**src/design/sha_pkg.sv**
```systemverilog
// sha_pkg: constants, types and round functions shared by the sha-256 stream hasher
// no dependencies
package sha_pkg;

  localparam int DataWidth     = 8;
  localparam int WordWidth     = 32;
  localparam int BlockBytes    = 64;
  localparam int ChainWords    = 8;
  localparam int Rounds        = 64;
  localparam int LenByteOffset = 56;
  localparam logic [7:0] PadByte = 8'h80;

  typedef enum logic [2:0] {
    ST_IDLE,
    ST_PAD,
    ST_LEN,
    ST_LOAD,
    ST_ROUND,
    ST_UPDATE,
    ST_EMIT
  } sha_state_t;

  // request from the controller to the compression core
  typedef struct packed {
    logic start;
  } sha_core_req_t;

  typedef struct packed {
    logic busy;
  } sha_core_stat_t;

  function automatic logic [31:0] rotr(input logic [31:0] x, input int n);
    rotr = (x >> n) | (x << (32 - n));
  endfunction

  function automatic logic [31:0] round_k(input logic [5:0] r);
    logic [31:0] k [0:63];
    k = '{
      32'h428a2f98, 32'h71374491, 32'hb5c0fbcf, 32'he9b5dba5, 32'h3956c25b, 32'h59f111f1,
      32'h923f82a4, 32'hab1c5ed5, 32'hd807aa98, 32'h12835b01, 32'h243185be, 32'h550c7dc3,
      32'h72be5d74, 32'h80deb1fe, 32'h9bdc06a7, 32'hc19bf174, 32'he49b69c1, 32'hefbe4786,
      32'h0fc19dc6, 32'h240ca1cc, 32'h2de92c6f, 32'h4a7484aa, 32'h5cb0a9dc, 32'h76f988da,
      32'h983e5152, 32'ha831c66d, 32'hb00327c8, 32'hbf597fc7, 32'hc6e00bf3, 32'hd5a79147,
      32'h06ca6351, 32'h14292967, 32'h27b70a85, 32'h2e1b2138, 32'h4d2c6dfc, 32'h53380d13,
      32'h650a7354, 32'h766a0abb, 32'h81c2c92e, 32'h92722c85, 32'ha2bfe8a1, 32'ha81a664b,
      32'hc24b8b70, 32'hc76c51a3, 32'hd192e819, 32'hd6990624, 32'hf40e3585, 32'h106aa070,
      32'h19a4c116, 32'h1e376c08, 32'h2748774c, 32'h34b0bcb5, 32'h391c0cb3, 32'h4ed8aa4a,
      32'h5b9cca4f, 32'h682e6ff3, 32'h748f82ee, 32'h78a5636f, 32'h84c87814, 32'h8cc70208,
      32'h90befffa, 32'ha4506ceb, 32'hbef9a3f7, 32'hc67178f2};
    round_k = k[r];
  endfunction

  function automatic logic [31:0] init_h(input logic [2:0] i);
    logic [31:0] h [0:7];
    h = '{32'h6a09e667, 32'hbb67ae85, 32'h3c6ef372, 32'ha54ff53a,
          32'h510e527f, 32'h9b05688c, 32'h1f83d9ab, 32'h5be0cd19};
    init_h = h[i];
  endfunction

endpackage

```
**src/design/sha_core.sv**
```systemverilog
// sha_core: block buffer memory, schedule window and 64-round compression
// depends on sha_pkg
module sha_core (
  input  logic                  clk,
  input  logic                  rst_n,
  input  logic                  wr_en,
  input  logic [5:0]            wr_addr,
  input  logic [7:0]            wr_data,
  input  sha_pkg::sha_core_req_t req,
  input  logic                  chain_init,
  input  logic [2:0]            rd_idx,
  output logic [31:0]           rd_word,
  output sha_pkg::sha_core_stat_t stat
);
  import sha_pkg::*;

  // block buffer, one big-endian word per entry, byte-lane writes, word-wide synchronous read
  logic [31:0] blk_mem [0:BlockBytes/4-1];
  logic [31:0] chain_r [0:ChainWords-1];
  logic [31:0] w_r [0:15];
  logic [31:0] a_r, b_r, c_r, d_r, e_r, f_r, g_r, h_r;
  logic [6:0]  cnt_r, cnt_nxt;
  logic [1:0]  ph_r, ph_nxt;   // 0 idle, 1 load, 2 rounds, 3 update
  logic [31:0] rd_data_r;
  logic [3:0]  ld_addr;
  logic [31:0] w_now, s0, s1, w_new, t1, t2;
  logic [5:0]  rnd;

  assign ld_addr = cnt_r[3:0];
  assign rnd     = cnt_r[5:0];

  always_ff @(posedge clk) begin
    if (wr_en) begin
      blk_mem[wr_addr[5:2]][{~wr_addr[1:0], 3'b000} +: 8] <= wr_data;
    end
    rd_data_r <= blk_mem[ld_addr];
  end

  always_comb begin
    s0 = rotr(w_r[1], 7) ^ rotr(w_r[1], 18) ^ (w_r[1] >> 3);
    s1 = rotr(w_r[14], 17) ^ rotr(w_r[14], 19) ^ (w_r[14] >> 10);
    w_new = s1 + w_r[9] + s0 + w_r[0];
    w_now = (rnd < 6'd16) ? w_r[0] : w_new;
    t1 = h_r + (rotr(e_r, 6) ^ rotr(e_r, 11) ^ rotr(e_r, 25)) + ((e_r & f_r) ^ (~e_r & g_r))
         + round_k(rnd) + w_now;
    t2 = (rotr(a_r, 2) ^ rotr(a_r, 13) ^ rotr(a_r, 22)) ^ 32'd0;
    t2 = t2 + ((a_r & b_r) ^ (a_r & c_r) ^ (b_r & c_r));
  end

  always_comb begin
    ph_nxt  = ph_r;
    cnt_nxt = cnt_r;
    case (ph_r)
      2'd0: if (req.start) begin
        ph_nxt = 2'd1; cnt_nxt = '0;
      end
      2'd1: begin
        cnt_nxt = cnt_r + 7'd1;
        if (cnt_r == 7'd16) begin
          ph_nxt = 2'd2; cnt_nxt = '0;
        end
      end
      2'd2: begin
        cnt_nxt = cnt_r + 7'd1;
        if (cnt_r == 7'(Rounds - 1)) ph_nxt = 2'd3;
      end
      default: ph_nxt = 2'd0;
    endcase
  end

  always_ff @(posedge clk) begin
    if (!rst_n) begin
      ph_r  <= 2'd0;
      cnt_r <= '0;
    end else begin
      ph_r  <= ph_nxt;
      cnt_r <= cnt_nxt;
    end
  end

  // schedule window shifts: w_r[0] is always the current oldest word
  always_ff @(posedge clk) begin
    if (ph_r == 2'd1 && cnt_r != 7'd0) begin
      for (int i = 0; i < 15; i++) w_r[i] <= w_r[i+1];
      w_r[15] <= rd_data_r;
    end else if (ph_r == 2'd2) begin
      for (int i = 0; i < 15; i++) w_r[i] <= w_r[i+1];
      w_r[15] <= w_now;
    end
    if (ph_r == 2'd1 && cnt_r == 7'd16) begin
      a_r <= chain_r[0]; b_r <= chain_r[1]; c_r <= chain_r[2]; d_r <= chain_r[3];
      e_r <= chain_r[4]; f_r <= chain_r[5]; g_r <= chain_r[6]; h_r <= chain_r[7];
    end else if (ph_r == 2'd2) begin
      h_r <= g_r; g_r <= f_r; f_r <= e_r; e_r <= d_r + t1;
      d_r <= c_r; c_r <= b_r; b_r <= a_r; a_r <= t1 + t2;
    end
  end

  always_ff @(posedge clk) begin
    if (!rst_n || chain_init) begin
      for (int i = 0; i < ChainWords; i++) chain_r[i] <= init_h(3'(i));
    end else if (ph_r == 2'd3) begin
      chain_r[0] <= chain_r[0] + a_r; chain_r[1] <= chain_r[1] + b_r;
      chain_r[2] <= chain_r[2] + c_r; chain_r[3] <= chain_r[3] + d_r;
      chain_r[4] <= chain_r[4] + e_r; chain_r[5] <= chain_r[5] + f_r;
      chain_r[6] <= chain_r[6] + g_r; chain_r[7] <= chain_r[7] + h_r;
    end
  end

  assign rd_word   = chain_r[rd_idx];
  assign stat.busy = (ph_r != 2'd0);

endmodule

```
**src/design/sha256_stream_hasher.sv**
```systemverilog
// sha256_stream_hasher: top level, byte intake, padding sequencer and digest output
// depends on sha_pkg and sha_core
//
// channel   dir  tdata fields (low bit up)             tuser / tlast
// in_       in   data_byte[7:0]                        tuser: has_byte, tlast: end_of_message
// out_      out  word_index[2:0], digest_word[34:3]    tlast: last_word
//
// one input transaction per cycle while no block is being compressed
// each full block stalls intake while the core compresses it (start request, load, 64 rounds, update)
// padding writes a byte per cycle if the core is idle; then 8 digest words leave one per cycle
// out_tvalid holds its word until out_tready; intake waits until the digest is gone
// reset (rst_n low, synchronous) loads the initial hash values and clears all counters
module sha256_stream_hasher (
  input  logic        clk,
  input  logic        rst_n,
  input  logic        in_tvalid,
  output logic        in_tready,
  input  logic [7:0]  in_tdata,   // data_byte
  input  logic        in_tuser,   // has_byte
  input  logic        in_tlast,   // end_of_message
  output logic        out_tvalid,
  input  logic        out_tready,
  output logic [39:0] out_tdata,  // word_index, digest_word, zero fill
  output logic        out_tlast   // last_word
);
  import sha_pkg::*;

  sha_state_t     st_r, st_nxt;
  logic [5:0]     fill_r, fill_nxt;
  logic [63:0]    len_r, len_nxt, total_r, total_nxt;
  logic [2:0]     oidx_r, oidx_nxt;
  logic           pend_r, pend_nxt;     // a block start is owed to the core
  logic           wr_en;
  logic [7:0]     wr_data;
  logic           chain_init;
  logic [31:0]    rd_word;
  sha_core_req_t  req;
  sha_core_stat_t stat;
  logic           in_acc;

  sha_core u_core (
    .clk, .rst_n, .wr_en, .wr_addr(fill_r), .wr_data, .req, .chain_init,
    .rd_idx(oidx_r), .rd_word, .stat
  );

  assign in_acc = in_tvalid && in_tready;

  always_comb begin
    st_nxt = st_r; fill_nxt = fill_r; len_nxt = len_r; total_nxt = total_r;
    oidx_nxt = oidx_r; pend_nxt = pend_r;
    wr_en = 1'b0; wr_data = in_tdata; chain_init = 1'b0;
    in_tready = 1'b0; out_tvalid = 1'b0;
    req.start = 1'b0;
    // hand a filled block to the core once it is free
    if (pend_r && !stat.busy) begin
      req.start = 1'b1; pend_nxt = 1'b0;
    end
    case (st_r)
      ST_IDLE: begin
        in_tready = !pend_r && !stat.busy;
        if (in_acc) begin
          if (in_tuser) begin
            wr_en = 1'b1; fill_nxt = fill_r + 6'd1;
            if (fill_r == 6'd63) pend_nxt = 1'b1;
            len_nxt = len_r + 64'd8;
          end
          if (in_tlast) begin
            total_nxt = in_tuser ? len_r + 64'd8 : len_r;
            st_nxt = ST_PAD;
          end
        end
      end
      ST_PAD: begin
        // first the 0x80 byte, then zeros until offset 56
        if (!pend_r && !stat.busy) begin
          wr_en = 1'b1;
          wr_data = (st_r == ST_PAD && total_nxt == total_r && oidx_r == 3'd0) ? PadByte : 8'd0;
          oidx_nxt = 3'd1;
          fill_nxt = fill_r + 6'd1;
          if (fill_r == 6'd63) pend_nxt = 1'b1;
          if (fill_nxt == 6'(LenByteOffset)) begin
            st_nxt = ST_LEN; oidx_nxt = '0;
          end
        end
      end
      ST_LEN: begin
        if (!pend_r && !stat.busy) begin
          wr_en = 1'b1;
          wr_data = total_r[63 - 8*fill_r[2:0] -: 8];
          fill_nxt = fill_r + 6'd1;
          if (fill_r == 6'd63) begin
            pend_nxt = 1'b1; st_nxt = ST_LOAD;
          end
        end
      end
      ST_LOAD: begin
        if (!pend_r && !stat.busy) st_nxt = ST_EMIT;
      end
      ST_EMIT: begin
        out_tvalid = 1'b1;
        if (out_tready) begin
          oidx_nxt = oidx_r + 3'd1;
          if (oidx_r == 3'd7) begin
            chain_init = 1'b1; len_nxt = '0; fill_nxt = '0; st_nxt = ST_IDLE;
          end
        end
      end
      default: st_nxt = ST_IDLE;
    endcase
  end

  assign out_tdata = {5'd0, rd_word, oidx_r};
  assign out_tlast = (oidx_r == 3'd7);

  always_ff @(posedge clk) begin
    if (!rst_n) begin
      st_r <= ST_IDLE; fill_r <= '0; len_r <= '0; oidx_r <= '0; pend_r <= 1'b0;
    end else begin
      st_r <= st_nxt; fill_r <= fill_nxt; len_r <= len_nxt; oidx_r <= oidx_nxt;
      pend_r <= pend_nxt;
    end
    total_r <= total_nxt;
  end

endmodule

```
**config.mk**
```make
export PLATFORM = sky130hd
export DESIGN_NAME = sha256_stream_hasher
export DESIGN_NICKNAME = d
export VERILOG_FILES = /design/src/design/sha_pkg.sv /design/src/design/sha_core.sv /design/src/design/sha256_stream_hasher.sv
export SDC_FILE = /design/constraint.sdc
export NUM_CORES = 2
export LEC_CHECK = 0
export ABC_AREA = 0
export BUFFER_PORTS_ARGS = -buffer_cell sky130_fd_sc_hd__buf_2
export CORE_UTILIZATION = 35
export CTS_BUF_LIST = sky130_fd_sc_hd__clkbuf_8 sky130_fd_sc_hd__clkbuf_16
export CTS_CLUSTER_SIZE = 20
export DETAILED_ROUTE_END_ITERATION = 7
export MAX_ROUTING_LAYER = met4
export PLACE_DENSITY = 0.46
export SLEW_MARGIN = 10
export SYNTH_ARGS = -nofsm -noshare
export SYNTH_HDL_FRONTEND = slang
export SYNTH_SLANG_ARGS = --single-unit
```
**constraint.sdc**
```tcl
create_clock -name clk -period 19.3 [get_ports clk]
set_input_delay 1.93 -clock clk [delete_from_list [all_inputs] [get_ports clk]]
set_output_delay 1.93 -clock clk [all_outputs]
set_load 0.02 [all_outputs]
```
==> results by group <==
Worst setup path
  • FF-to-FF End: u_core.a_r[31]$_DFFE_PP_
  • Type of destination of the critical path: register
  • Critical path class: reg2reg
  • CP dominant cell by count: xnor2_1
  • Depth of the worst register-to-register path: 40
  • Crit-path max FO: 5
  • Max incr delay on CP: 0.52 ns
  • Top delay family on crit path: compound AO/OA/AOI/OAI gates
  • Buffer and inverter count on the worst path: 4
  • Critical Path RT: 19.86 ns
  • Reg2reg setup slack: 8.35 ns
  • Crit path arrival time: 11.52 ns
  • Crit-path slowest cell: fa_1
  • CP startpoint kind: register
  • RR Startpoint: u_core.w_r[1][9]$_DFFE_PP_

Clock network
  • Worst skew pair latency: 0.87 ns
  • Root buffer cell: clkbuf_16
  • CTS tree: yes
  • Max Root-Sink Buffers: 3
  • CTS Buf Count: 197
  • CTS sink cnt: 1715
  • H-Tree Depth: 4
  • Post-cts resize count: 0
  • Hold_buf cts: 0
  • Clk slew on worst S/H paths: 0.06 ns
  • Post-CTS Setup Inserts: 0

Power
  • Combinational share of power: 0.176
  • Internal power: 6.98 mW
  • PwrDens: 94.3 nW/um^2
  • Reported leakage power: 36.8 nW
  • Switch share: 0.281
  • Sequential Power Share: 0.441
  • Clock power share: 0.383
  • Sw Pwr: 2.73 mW
  • Maximum vdd drop: 87.2 uV

Drt
  • Avg WL per Cell: 25.0 um
  • Post-Route WL: 282 mm
  • Remaining antenna violation count: 0
  • DRT Pass-1 Iters: 6
  • Routed vias/inst: 5.33
  • DRC Markers: 0
  • Vias: 59968
  • Starting DRC count in detailed routing: 5398

Layout
  • Share of cells above drive strength 1: 0.0977
  • Final Cell Area: 103000 um^2
  • Area Growth Syn to Fin: 11.5%
  • Finished Core Util: 0.393
  • Most frequent cells in the layout: 1597 x edfxtp_1, 1009 x nand2_1, 586 x nor2_1
  • # nets final: 8196
  • Commonest non-fill, non-tap cell in the layout: edfxtp_1

Global route
  • First-pass GRT wire length: 414 mm
  • Total congestion overflow: 0
  • Initial antenna violation count: 6
  • Vias in the first global route: 59173
  • Total track usage: 0.217
  • Largest net degree at the start of global routing: 171

Status
  • Status: completed

Placement
  • Port bufs: 51
  • GPL Wtd Cong: 0.935
  • Area after DPL: 96500 um^2
  • Dpl ws: 8.49 ns
  • DP Wirelength: 206 mm

Synth
  • Number of enable flip-flop cells after synthesis: 1597
  • Number of synthesis warnings: 0
  • Post-synthesis mux area share: 0.0695
  • Post-Synth XOR/XNOR Area: 0.0601
  • Gate Count Post-Synth: 7573
  • Most used DFF post-synth: edfxtp_1
  • Largest family of logic cells by synthesized area: adder cells
  • Synth Register Bits: 1715
  • Area fraction in compound gates after synthesis: 0.0962
  • Mapped cell area: 92300 um^2
  • Unique masters post-synth: 92
  • Mean Syn Cell Area: 12.2 um^2
  • Sequential area share after synthesis: 0.545
  • Post-synth ARST share: 0
  • Post-synthesis adder-cell area fraction: 0.100
  • Simple-Gate Fraction of Synth Area: 0.100

Min path
  • WHS Path Cells: 0
  • Worst min path class: reg2reg
  • Min-Delay Endpoint: u_core.w_r[3][21]$_DFFE_PP_
  • HP Start: u_core.w_r[4][21]$_DFFE_PP_

Floorplanning
  • Vertical die dimension: 516 um
  • Die Span X: 516 um
  • Core region area: 262000 um^2
  • Rows: 188
  • Initial core utilization: 0.352
  • Die Area: 266000 um^2
  • I/O pin count: 57

Flow run
  • Max Cap Viol: 0

Timing
  • Fin. Hold Viols: 0
  • Fmax achieved: 0.0913 GHz
  • Setup TNS Final: 0 ns
  • Period utilization: 0.567
  • Max-slew violations: 0
  • Normalized max-slew margin: 0.167
  • Slew @ Worst Pin: 1.24 ns
  • Final setup viols: 0
  • Worst Skew: 0.0955 ns
  • Unrepaired setup endpoints after global routing: no
  • Final worst-path setup slack: 8.35 ns
  • Min Tclk post-route: 10.95 ns
-- area by class of cell --
cell class	count	area, um^2
well taps	3515	4400
flip-flops and latches	1715	50300
clock inverters	156	1360
diodes	3	7.51
inverters	351	1320
fillers	24958	159000
repair buffers	133	921
multi-input cells	5175	39500
clock buffers	207	5100
-- power by group through the flow --
| stage | logic [mW] | registers [mW] | clock network, mW |
|---|---|---|---|
| floorplan | 1.24 | 4.34 | 0 |
| global placement | 1.68 | 4.36 | 0 |
| detailed placement | 1.70 | 4.36 | 0 |
| CTS | 1.71 | 4.28 | 3.82 |
| global route | 1.90 | 4.29 | 3.95 |
| finish | 1.71 | 4.28 | 3.72 |
-- sequential cells by signal (all words and copies together) (netlist names), 61 cells and up, named ones only --
register / count
u_core.chain_r: 256
u_core.w_r: 512
u_core.blk_mem: 512
len_r: 61
total_r: 61
-- per-stage QoR --
stage          std cells  hold slack (ns)  power (mW)
6_report           11255            0.332        9.71
2_1_floorplan       7577            0.400        5.59
4_1_cts            11252            0.325        9.82
3_5_place_dp       10889            0.405        6.06
3_3_place_gp       10889            0.400        6.04
5_1_grt            11254            0.344        10.1
-- layer usage --
layer	up-vias	track usage	wire [um]
met5	-	-	0
met3	334	0.0292	14000
met1	30391	0.309	134000
met2	1594	0.329	128000
met4	0	0.0494	6090
li1	27649	-	-
-- Yosys cell counts, types with 18 or more instances --
library cell	number	area share
nor3_1	105	0.0057
a21o_1	177	0.014
nand2b_1	68	0.0046
or3_1	23	0.0016
nand3_1	110	0.0060
a22oi_1	43	0.0035
inv_1	344	0.014
nor2_1	587	0.024
clkbuf_1	268	0.011
a31oi_1	50	0.0034
a211o_1	20	0.0019
nand4_1	40	0.0027
buf_1	53	0.0022
mux2i_1	55	0.0060
o21bai_1	33	0.0027
maj3_1	19	0.0021
o211ai_1	28	0.0023
a211oi_1	49	0.0040
o22ai_1	18	0.0012
and3_1	59	0.0040
o21ai_0	337	0.018
nor2b_1	64	0.0043
xor2_1	224	0.021
nand2_1	1011	0.041
fa_1	195	0.042
mux2_2	45	0.0055
xnor2_1	410	0.039
dfxtp_1	118	0.026
o31ai_1	20	0.0016
o21a_1	60	0.0049
a21oi_1	439	0.024
edfxtp_1	1597	0.52
mux4_2	238	0.058
ha_1	414	0.056
-- how the worst max path moves through the flow --
stage / startpoint / end / slack (ns) / depth (start not counted)
6_report: u_core.w_r[1][9]$_DFFE_PP_ / u_core.a_r[31]$_DFFE_PP_ / 8.35 / 40
5_1_grt: u_core.w_r[1][9]$_DFFE_PP_ / u_core.a_r[31]$_DFFE_PP_ / 7.72 / 41
4_1_cts: u_core.w_r[1][9]$_DFFE_PP_ / u_core.a_r[31]$_DFFE_PP_ / 8.42 / 40
3_5_place_dp: u_core.w_r[1][20]$_DFFE_PP_ / u_core.a_r[31]$_DFFE_PP_ / 8.49 / 40
3_3_place_gp: u_core.w_r[1][9]$_DFFE_PP_ / u_core.a_r[31]$_DFFE_PP_ / 8.66 / 40
2_1_floorplan: u_core.cnt_r[0]$_SDFFE_PN0P_ / u_core.w_r[0][0]$_DFFE_PP_ / 4.47 / 9
-- kinds of logic after synthesis --
logic type | count (synthesis)
fa+ha+maj | 628
flops | 1715
compound gates | 1421
other cells | 1
simple gates | 2149
buf+inv | 687
mux | 338
xor+xnor | 634
No activity file was read; power rests on OpenSTA's default activity.
